===== config.mk =====
export PLATFORM = sky130hd
export DESIGN_NAME = lcs_ctrl
export DESIGN_NICKNAME = d
export VERILOG_FILES = /design/src/rtl/lcs_pkg.sv /design/src/rtl/lcs_ctrl.sv
export SDC_FILE = /design/constraint.sdc
export NUM_CORES = 1
export LEC_CHECK = 0
export BUFFER_PORTS_ARGS = -buffer_cell sky130_fd_sc_hd__buf_4
export CORE_MARGIN = 1
export CORE_UTILIZATION = 45
export DETAILED_ROUTE_END_ITERATION = 6
export GPL_TIMING_DRIVEN = 0
export PLACE_DENSITY = 0.73
export SLEW_MARGIN = 0
export SYNTH_ARGS = -nofsm -noshare
export SYNTH_HDL_FRONTEND = slang
export SYNTH_SLANG_ARGS = --single-unit

===== constraint.sdc =====
create_clock -name clock -period 2.1 [get_ports clock]
set_input_delay 0.21 -clock clock [delete_from_list [all_inputs] [get_ports clock]]
set_output_delay 0.21 -clock clock [all_outputs]
set_load 0.01 [all_outputs]

===== src/rtl/lcs_pkg.sv =====
`timescale 1ns / 1ps
package lcs_pkg;
   localparam int NUM_LABELS_DEF = 64;
   localparam int MAX_WIDTH_DEF  = 1024;
   localparam int COUNT_BITS_DEF = 32;
   localparam int LABEL_BITS     = 6;
   localparam int CFG_BITS       = 11;
   localparam int OUT_BITS       = 32;
   localparam int RATIO_BITS     = 17;

   localparam logic [1:0] REQ_PIXEL = 2'd0;
   localparam logic [1:0] REQ_READ  = 2'd1;
   localparam logic [1:0] REQ_CLEAR = 2'd2;

   localparam logic [1:0] DIR_RIGHT = 2'd0;
   localparam logic [1:0] DIR_TOP   = 2'd1;
   localparam logic [1:0] DIR_TR    = 2'd2;
   localparam logic [1:0] DIR_BR    = 2'd3;

   typedef struct packed {
      logic       clr_start;
      logic       clr_step;
      logic       px_start;
      logic       upd_read;
      logic       upd_write;
      logic       rd_start;
      logic       div_start;
      logic       div_step;
      logic       px_finish;
      logic       other_start;
      logic [1:0] upd_dir;
   } cmd_type;

   typedef struct packed {
      logic clr_done;
      logic div_done;
   } sts_type;
endpackage


===== src/rtl/lcs_ctrl.sv =====
`timescale 1ns / 1ps
module lcs_ctrl (
   input  logic             clock,
   input  logic             reset,
   input  logic             req_tvalid,
   output logic             req_tready,
   input  logic [1:0]       req_kind,
   output logic             rsp_tvalid,
   input  logic             rsp_tready,
   output lcs_pkg::cmd_type cmd,
   input  lcs_pkg::sts_type sts
);
   import lcs_pkg::*;

   typedef enum logic [6:0] {
      ST_CLEAR = 7'b0000001,
      ST_IDLE  = 7'b0000010,
      ST_URD   = 7'b0000100,
      ST_UWR   = 7'b0001000,
      ST_RD    = 7'b0010000,
      ST_DIV   = 7'b0100000,
      ST_OUT   = 7'b1000000
   } state_type;

   state_type state_ff, state_in;
   logic [1:0] dir_ff, dir_in;
   logic       clr_req_ff, clr_req_in;
   logic       acc;

   assign req_tready = (state_ff == ST_IDLE);
   assign rsp_tvalid = (state_ff == ST_OUT);
   assign acc        = req_tvalid && req_tready;

   always_comb begin
      state_in   = state_ff;
      dir_in     = dir_ff;
      clr_req_in = clr_req_ff;
      cmd        = '0;
      cmd.upd_dir = dir_ff;
      unique case (state_ff)
         ST_CLEAR: begin
            cmd.clr_step = 1'b1;
            if (sts.clr_done) begin
               clr_req_in = 1'b0;
               state_in = clr_req_ff ? ST_OUT : ST_IDLE;
            end
         end
         ST_IDLE: begin
            if (acc) begin
               case (req_kind)
                  REQ_PIXEL: begin
                     cmd.px_start = 1'b1;
                     dir_in = DIR_RIGHT;
                     state_in = ST_URD;
                  end
                  REQ_READ: begin
                     cmd.rd_start = 1'b1;
                     state_in = ST_RD;
                  end
                  REQ_CLEAR: begin
                     cmd.clr_start = 1'b1;
                     clr_req_in = 1'b1;
                     state_in = ST_CLEAR;
                  end
                  default: begin
                     cmd.other_start = 1'b1;
                     state_in = ST_OUT;
                  end
               endcase
            end
         end
         ST_URD: begin
            cmd.upd_read = 1'b1;
            state_in = ST_UWR;
         end
         ST_UWR: begin
            cmd.upd_write = 1'b1;
            if (dir_ff == DIR_BR) begin
               cmd.px_finish = 1'b1;
               state_in = ST_OUT;
            end else begin
               dir_in = dir_ff + 2'd1;
               state_in = ST_URD;
            end
         end
         ST_RD: begin
            cmd.div_start = 1'b1;
            state_in = ST_DIV;
         end
         ST_DIV: begin
            cmd.div_step = 1'b1;
            if (sts.div_done) state_in = ST_OUT;
         end
         ST_OUT: begin
            if (rsp_tready) state_in = ST_IDLE;
         end
         default: state_in = ST_IDLE;
      endcase
   end

   always_ff @(posedge clock) begin
      if (reset) begin
         state_ff   <= ST_CLEAR;
         dir_ff     <= DIR_RIGHT;
         clr_req_ff <= 1'b0;
      end else begin
         state_ff   <= state_in;
         dir_ff     <= dir_in;
         clr_req_ff <= clr_req_in;
      end
   end
endmodule


==> results of run 1 <==
## layer usage
metal	up-vias	part of all wire (%)	global-route usage, %
met4	0	0.62	13.3
met3	2	11	7.92
met2	60	47	42.1
li1	429	-	-
met5	-	0	0
met1	404	42	33.2
## sequential cells by signal, indices dropped and copies added (netlist names)
| signal | count |
|---|---|
| state_ff | 7 |
| clr_req_ff | 1 |
| dir_ff | 2 |
## cell type report
cell class	instances	area [um2]	share of cell area, %
sequential	10	205	19.0
inverter	3	13.8	1.28
buffer	6	30.0	2.78
timing repair buffer	25	195	18.1
multi-input combinational	79	578	53.6
clock buffer	4	36.3	3.36
tap	16	20.0	1.86
## report_power, final
| group | internal, mW | switching, mW | total, mW | leakage (nW) |
|---|---|---|---|---|
| sequential | 0.198 | 0.00776 | 0.205 | 0.0820 |
| clock | 0.106 | 0.0802 | 0.186 | 0.0210 |
| combinational | 0.0822 | 0.108 | 0.190 | 0.379 |
| total | 0.386 | 0.196 | 0.581 | 0.482 |
## per-stage QoR
step / hold slack [ns] / setup TNS (ns)
floorplan: 0.367 / -0.0356
global placement: 0.483 / -0.102
detailed placement: 0.495 / -0.119
CTS: 0.204 / -0.182
global route: 0.237 / -0.692
finish: 0.209 / -0.354
## what timing repair did
item | CTS | global route
gates resized for setup | 8 | 3
pin swaps | 6 | 3
hold buffers | 0 | 0
setup endpoints to repair | 6 | 7
setup buffers | 4 | 0
## worst register-to-register path, delay by kind of cell (launching register included)
| family | cells | cell delay [ns] |
|---|---|---|
| mux | 1 | 0.32 |
| simple gates | 2 | 1.15 |
| compound gates | 1 | 0.26 |
| flops | 1 | 0.34 |
## logic make-up (layout without fill, tap and decap cells)
kind of cell,after synthesis,count (layout),share of synthesized area [%]
AND/OR/NAND/NOR,57,57,46.4
AO/OA/AOI/OAI,18,18,17.7
flip-flops,10,10,25.3
buffers and inverters,9,38,5.21
multiplexers,2,2,2.69
adder cells (fa/ha/maj),1,1,1.58
XOR/XNOR,1,1,1.11
## worst paths after layout
path	to	slack, ns	from
worst max-delay path	cmd[9]	-0.08	state_ff[4]
worst min-delay path	state_ff[6]	0.21	rsp_tready
worst max register to register	dir_ff[0]	-0.07	state_ff[4]
worst min register to register	dir_ff[1]	0.50	dir_ff[1]
## layout by cell type, fill, tap and decap left out, types with 4 or more instances in the layout
cell type / count
buf_4: 23
nor2_1: 9
dfxtp_1: 8
clkbuf_1: 5
nand2b_1: 5
nor3_1: 5
nor4_1: 5
nor3b_1: 5
o211ai_1: 4
a21oi_1: 4
==> key figures, run 1 <==
Outcome
  – Status: finished, violations left
  – Failing checks: setup timing

Timing
  – Final setup viols: 7
  – Max Clock Freq: 0.459 GHz
  – Worst clock skew: 0.00863 ns
  – Worst-Margin Slew: 0.567 ns
  – Fin crit period: 2.18 ns
  – Hold Violations, Final: 0
  – Relative slew slack: 61.7%
  – RSZ-0062 raised after global routing: true
  – Final Cycle Share: 104%
  – Max-slew violations: 0
  – Final worst slack: -0.0783 ns

Critical path
  – Largest delay share family, worst path: simple AND/OR/NAND/NOR gates
  – Reg2reg path depth: 4
  – Crit path required time: 1.89 ns
  – WP depth: 6
  – CP bufs+invs: 2
  – CP Capture Type: output port
  – WS Path Type: register to output port
  – Worst-path cell with the longest stage delay: or4_4
  – Worst EP arrival: 1.97 ns
  – Critical path, cell by cell: or4_4, or3_4, inv_4, nand2_4, nor3_4, buf_6
  – Crit-path max cell delay: 0.56 ns
  – CP Launch Type: register
  – Worst-path fanout max: 5

Logic synthesis
  – Async SR Flop Fraction: 0%
  – Net Count, Synth: 107
  – Cell Area, Synth: 792 um2
  – Synth Area per Inst: 8.08 um2
  – Synth Warn #: 0
  – Dominant cell by count in the synthesized netlist: dfxtp_1
  – Cell taking the most area after synthesis: dfxtp_1
  – Top post-synthesis cells by count: 10 x dfxtp_1, 9 x nor2_1, 6 x nor3_1
  – Cells after synthesis: 98
  – Synth Register Bits: 10
  – Register area share after synthesis: 25.3%
  – Synth top area cells: dfxtp_1 25%, nor3b_1 4.7%, nor2_1 4.3%
  – Distinct cell type count after synthesis: 35
  – Most used DFF post-synth: dfxtp_1
  – Post-synth top area share: 25.3%
  – Post-synth EDFFs: 0

Clocking
  – CTS H-Tree Depth: 1
  – Max clock buf depth: 2
  – CTS tree: yes
  – Clock slew at reported path FFs: 0.08 ns
  – CTS root buffer: clkbuf_4
  – Number of clock sinks: 10
  – Clk_lat worst skew: 0.28 ns
  – CTS buffer count: 3

Die
  – Row cnt: 14
  – Chip width: 44.0 um
  – Core Box Area: 0.00158 mm2
  – # IOs: 22
  – Die Area: 0.00193 mm2
  – Die H: 44.0 um
  – Starting density of the core: 50.2%

Cells and area
  – Final Instance Count excl. Fillers: 143
  – Fillers: 148
  – Nets: 137
  – Area Overhead vs Synth: 36.2%
  – Fraction of layout cells with a size suffix above 1: 33.1%
  – Util after Layout: 68.4%
  – Ant diodes: 0
  – Final Cell Area: 0.00108 mm2

Routing
  – Final WL: 2260 um
  – Via/cell ratio: 6.26
  – Total number of vias: 895
  – Avg WL per Cell: 15.8 um
  – Drt drc: 0
  – Final ANT Viol Nets: 0
  – Drt first pass iters: 5
  – DRT iter0 DRCs: 23

Place
  – # port buffers: 21
  – Detail Placement HPWL: 1510 um
  – Placed Instance Area: 972 um2
  – Gpl congestion: 0.827
  – Inst Count DP: 135
  – DP Worst Slack: -0.119 ns

Global routing
  – Initial antenna violation count: 0
  – First-pass GRT wire length: 3820 um
  – Gr ovfl total: 0
  – Vias in the first global route: 888
  – Pin count of the biggest net entering global routing: 11
  – GRT Overall Usage: 26.8%

Hold path
  – HP Class: primary input to register
  – Hold path depth: 3

Pwr
  – Maximum vdd drop: 0.000359 V
  – Total power: 0.581 mW
  – PwrDens: 539 mW/mm2
  – Lkg Pwr: 0.482 nW

Job
  – MaxCap Viol Count: 0
Note: power is estimated with default switching activity, not from simulation.
==> run 2: changes to the inputs <==
CELL_PAD_IN_SITES_DETAIL_PLACEMENT = 1   (was not set)
CELL_PAD_IN_SITES_GLOBAL_PLACEMENT = 2   (was not set)
CORE_UTILIZATION = 26   (was 45)
PLACE_DENSITY = not set   (was 0.73)
PLACE_DENSITY_LB_ADDON = 0.1   (was not set)
==> run 2 against run 1 <==
Net effect: the flow finishes with violations (DRC, setup timing); critical path depth fell by 2; global-route usage fell by 9.7 points; power rose by 0.93%; sequential power barely moved; hold slack improved by 0.022 ns; core utilization fell by 29 points; cell count rose by 10%; die area rose by 69%; cell area rose by 2.7%; wire length rose by 14%; combinational power rose by 4%; clock power barely moved.
==> key figures, run 2 (synthesized netlist as in run 1, its figures left out) <==
Timing
  – Final setup viols: 6 (-1)
  – Max Clock Freq: 0.454 GHz (-1.1%)
  – Worst clock skew: 0.0129 ns (+0.00429 ns)
  – Fin crit period: 2.20 ns (+0.0247 ns)
  – Final Cycle Share: 105% (+1.2 points)
  – RSZ-0062 raised after global routing: true
  – Hold Violations, Final: 0 (unchanged)
  – Hold_ws: 0.231 ns (+0.0219 ns)
  – Max-slew violations: 0 (unchanged)
  – Worst-Margin Slew: 0.629 ns (+0.0620 ns)
  – Final worst slack: -0.103 ns (-0.0247 ns)
  – Relative slew slack: 57.5% (-4.2 points)

Global routing
  – Pin count of the biggest net entering global routing: 11 (unchanged)
  – Gr ovfl total: 0 (unchanged)
  – First-pass GRT wire length: 4210 um (+10%)
  – Vias in the first global route: 865 (-2.6%)
  – Initial antenna violation count: 0 (unchanged)
  – GRT Overall Usage: 17.1% (-9.7 points)

Routing
  – Avg WL per Cell: 16.3 um (+3.0%)
  – Final WL: 2570 um (+14%)
  – Final ANT Viol Nets: 0 (unchanged)
  – Drt drc: 2 (+2)
  – Via/cell ratio: 5.41 (-14%)
  – Drt first pass iters: 6 (+1)
  – Total number of vias: 854 (-4.6%)
  – DRT iter0 DRCs: 17 (-26%)

Hold path
  – HP Class: primary input to register
  – Hold Path End: state_ff[4]
  – Hold Crit Start: req_kind[0]
  – Hold path depth: 3 (unchanged)

Pwr
  – Maximum vdd drop: 0.000326 V (-9.2%)
  – Lkg Pwr: 0.484 nW (+0.54%)
  – PwrDens: 530 mW/mm2 (-1.7%)
  – Total power: 0.587 mW (+0.93%)

Cells and area
  – Fraction of layout cells with a size suffix above 1: 37.0% (+3.9 points)
  – Ant diodes: 0 (unchanged)
  – Nets: 137 (unchanged)
  – Biggest regs: state_ff x7, dir_ff x2, clr_req_ff x1
  – Final Cell Area: 0.00111 mm2 (+2.7%)
  – Fillers: 348 (+140%)
  – Commonest non-fill, non-tap cell in the layout: buf_4
  – Register with the most flip-flops: state_ff
  – Area Overhead vs Synth: 39.8%
  – Most frequent cells in the layout: 23 x buf_4, 9 x nor2_1, 6 x dfxtp_1
  – Max FFs per register: 7 (unchanged)
  – Util after Layout: 39.1% (-29 points)

Critical path
  – R2R Setup Slk: -0.10 ns (-0.03 ns)
  – R2r endpoint: dir_ff[0]
  – CP Capture Type: register
  – Worst R2R Start: state_ff[3]
  – Reg2reg path depth: 4 (unchanged)
  – Crit path required time: 2.26 ns (+0.37 ns)
  – WS Path Type: register to register
  – Worst-path fanout max: 4 (-1)
  – Worst EP arrival: 2.37 ns (+0.40 ns)
  – CP Launch Type: register
  – Setup crit start: state_ff[3]

Outcome
  – Status: finished, violations left
  – Failing checks: DRC, setup timing

Job
  – MaxCap Viol Count: 0 (unchanged)

Clocking
  – Number of clock sinks: 10 (unchanged)
  – Post-CTS Hold Buffers: 0 (unchanged)
  – CTS tree: yes
  – CTS buffer count: 3 (unchanged)
  – Clock slew at reported path FFs: 0.08 ns (about the same)
  – CTS root buffer: clkbuf_4
  – Clk_lat worst skew: 0.28 ns (about the same)
  – CTS H-Tree Depth: 1 (unchanged)
  – Max clock buf depth: 2 (unchanged)

Die
  – Row cnt: 19 (+5)
  – Core Box Area: 0.00283 mm2 (+79%)
  – Die Area: 0.00327 mm2 (+69%)
  – Starting density of the core: 28.0% (-22 points)
  – Die H: 57.2 um (+30%)
  – Chip width: 57.2 um (+30%)
  – # IOs: 22 (unchanged)

Place
  – Detail Placement HPWL: 1970 um (+30%)
  – Gpl congestion: 0.756 (-8.6%)
  – # port buffers: 21 (unchanged)
  – Placed Instance Area: 991 um2 (+1.9%)
==> run 2: through the flow <==
stage | setup WS (ns) | instances | TNS, ns
global route | -0.149 | 158 | -0.779
CTS | -0.0747 | 158 | -0.130
global placement | -0.107 | 150 | -0.107
floorplan | -0.0356 | 98 | -0.0356
finish | -0.103 | 158 | -0.441
detailed placement | -0.132 | 150 | -0.132
==> run 2: what timing repair did <==
| action | CTS | global route |
|---|---|---|
| buffers inserted | 5 | 0 |
| gates cloned | 0 | 0 |
| resized for setup | 11 | 8 |
| pin swaps | 8 | 5 |
| endpoints found under the setup margin | 6 | 7 |
==> run 2: final cells by class <==
cell class,instances,area (um2),area share [%]
Inverter,3,13.8,1.24
Buffer,5,20.0,1.81
Multi-Input combinational cell,79,582,52.5
Tap cell,31,38.8,3.50
Sequential cell,10,210,19.0
Timing Repair Buffer,26,206,18.6
Clock buffer,4,36.3,3.28
==> run 2: worst max-delay path by stage <==
stage | to | cells after the start
floorplan | dir_ff[0] | 4
global placement | dir_ff[0] | 4
detailed placement | dir_ff[0] | 4
CTS | cmd[9] | 6
global route | cmd[9] | 6
finish | dir_ff[0] | 4
==> run 2: worst max-delay path, stage by stage (launching register included) <==
cell and delay [ns]:
dfxtp_4 0.34, or4_4 0.56, or4b_4 0.58, a211oi_4 0.29, mux2_4 0.32
==> run 2: power by group <==
group	switching [mW]	internal, mW
clock	0.0815	0.106
combinational	0.111	0.0854
sequential	0.00667	0.196
total	0.199	0.387
==> run 2: metal layers <==
metal	global-route usage [%]	part of all wire, %	up-vias
li1	-	-	440
met1	24.2	51	390
met2	25.7	44	19
met3	2.72	3.4	5
met4	7.32	1.9	0
met5	0	0	-
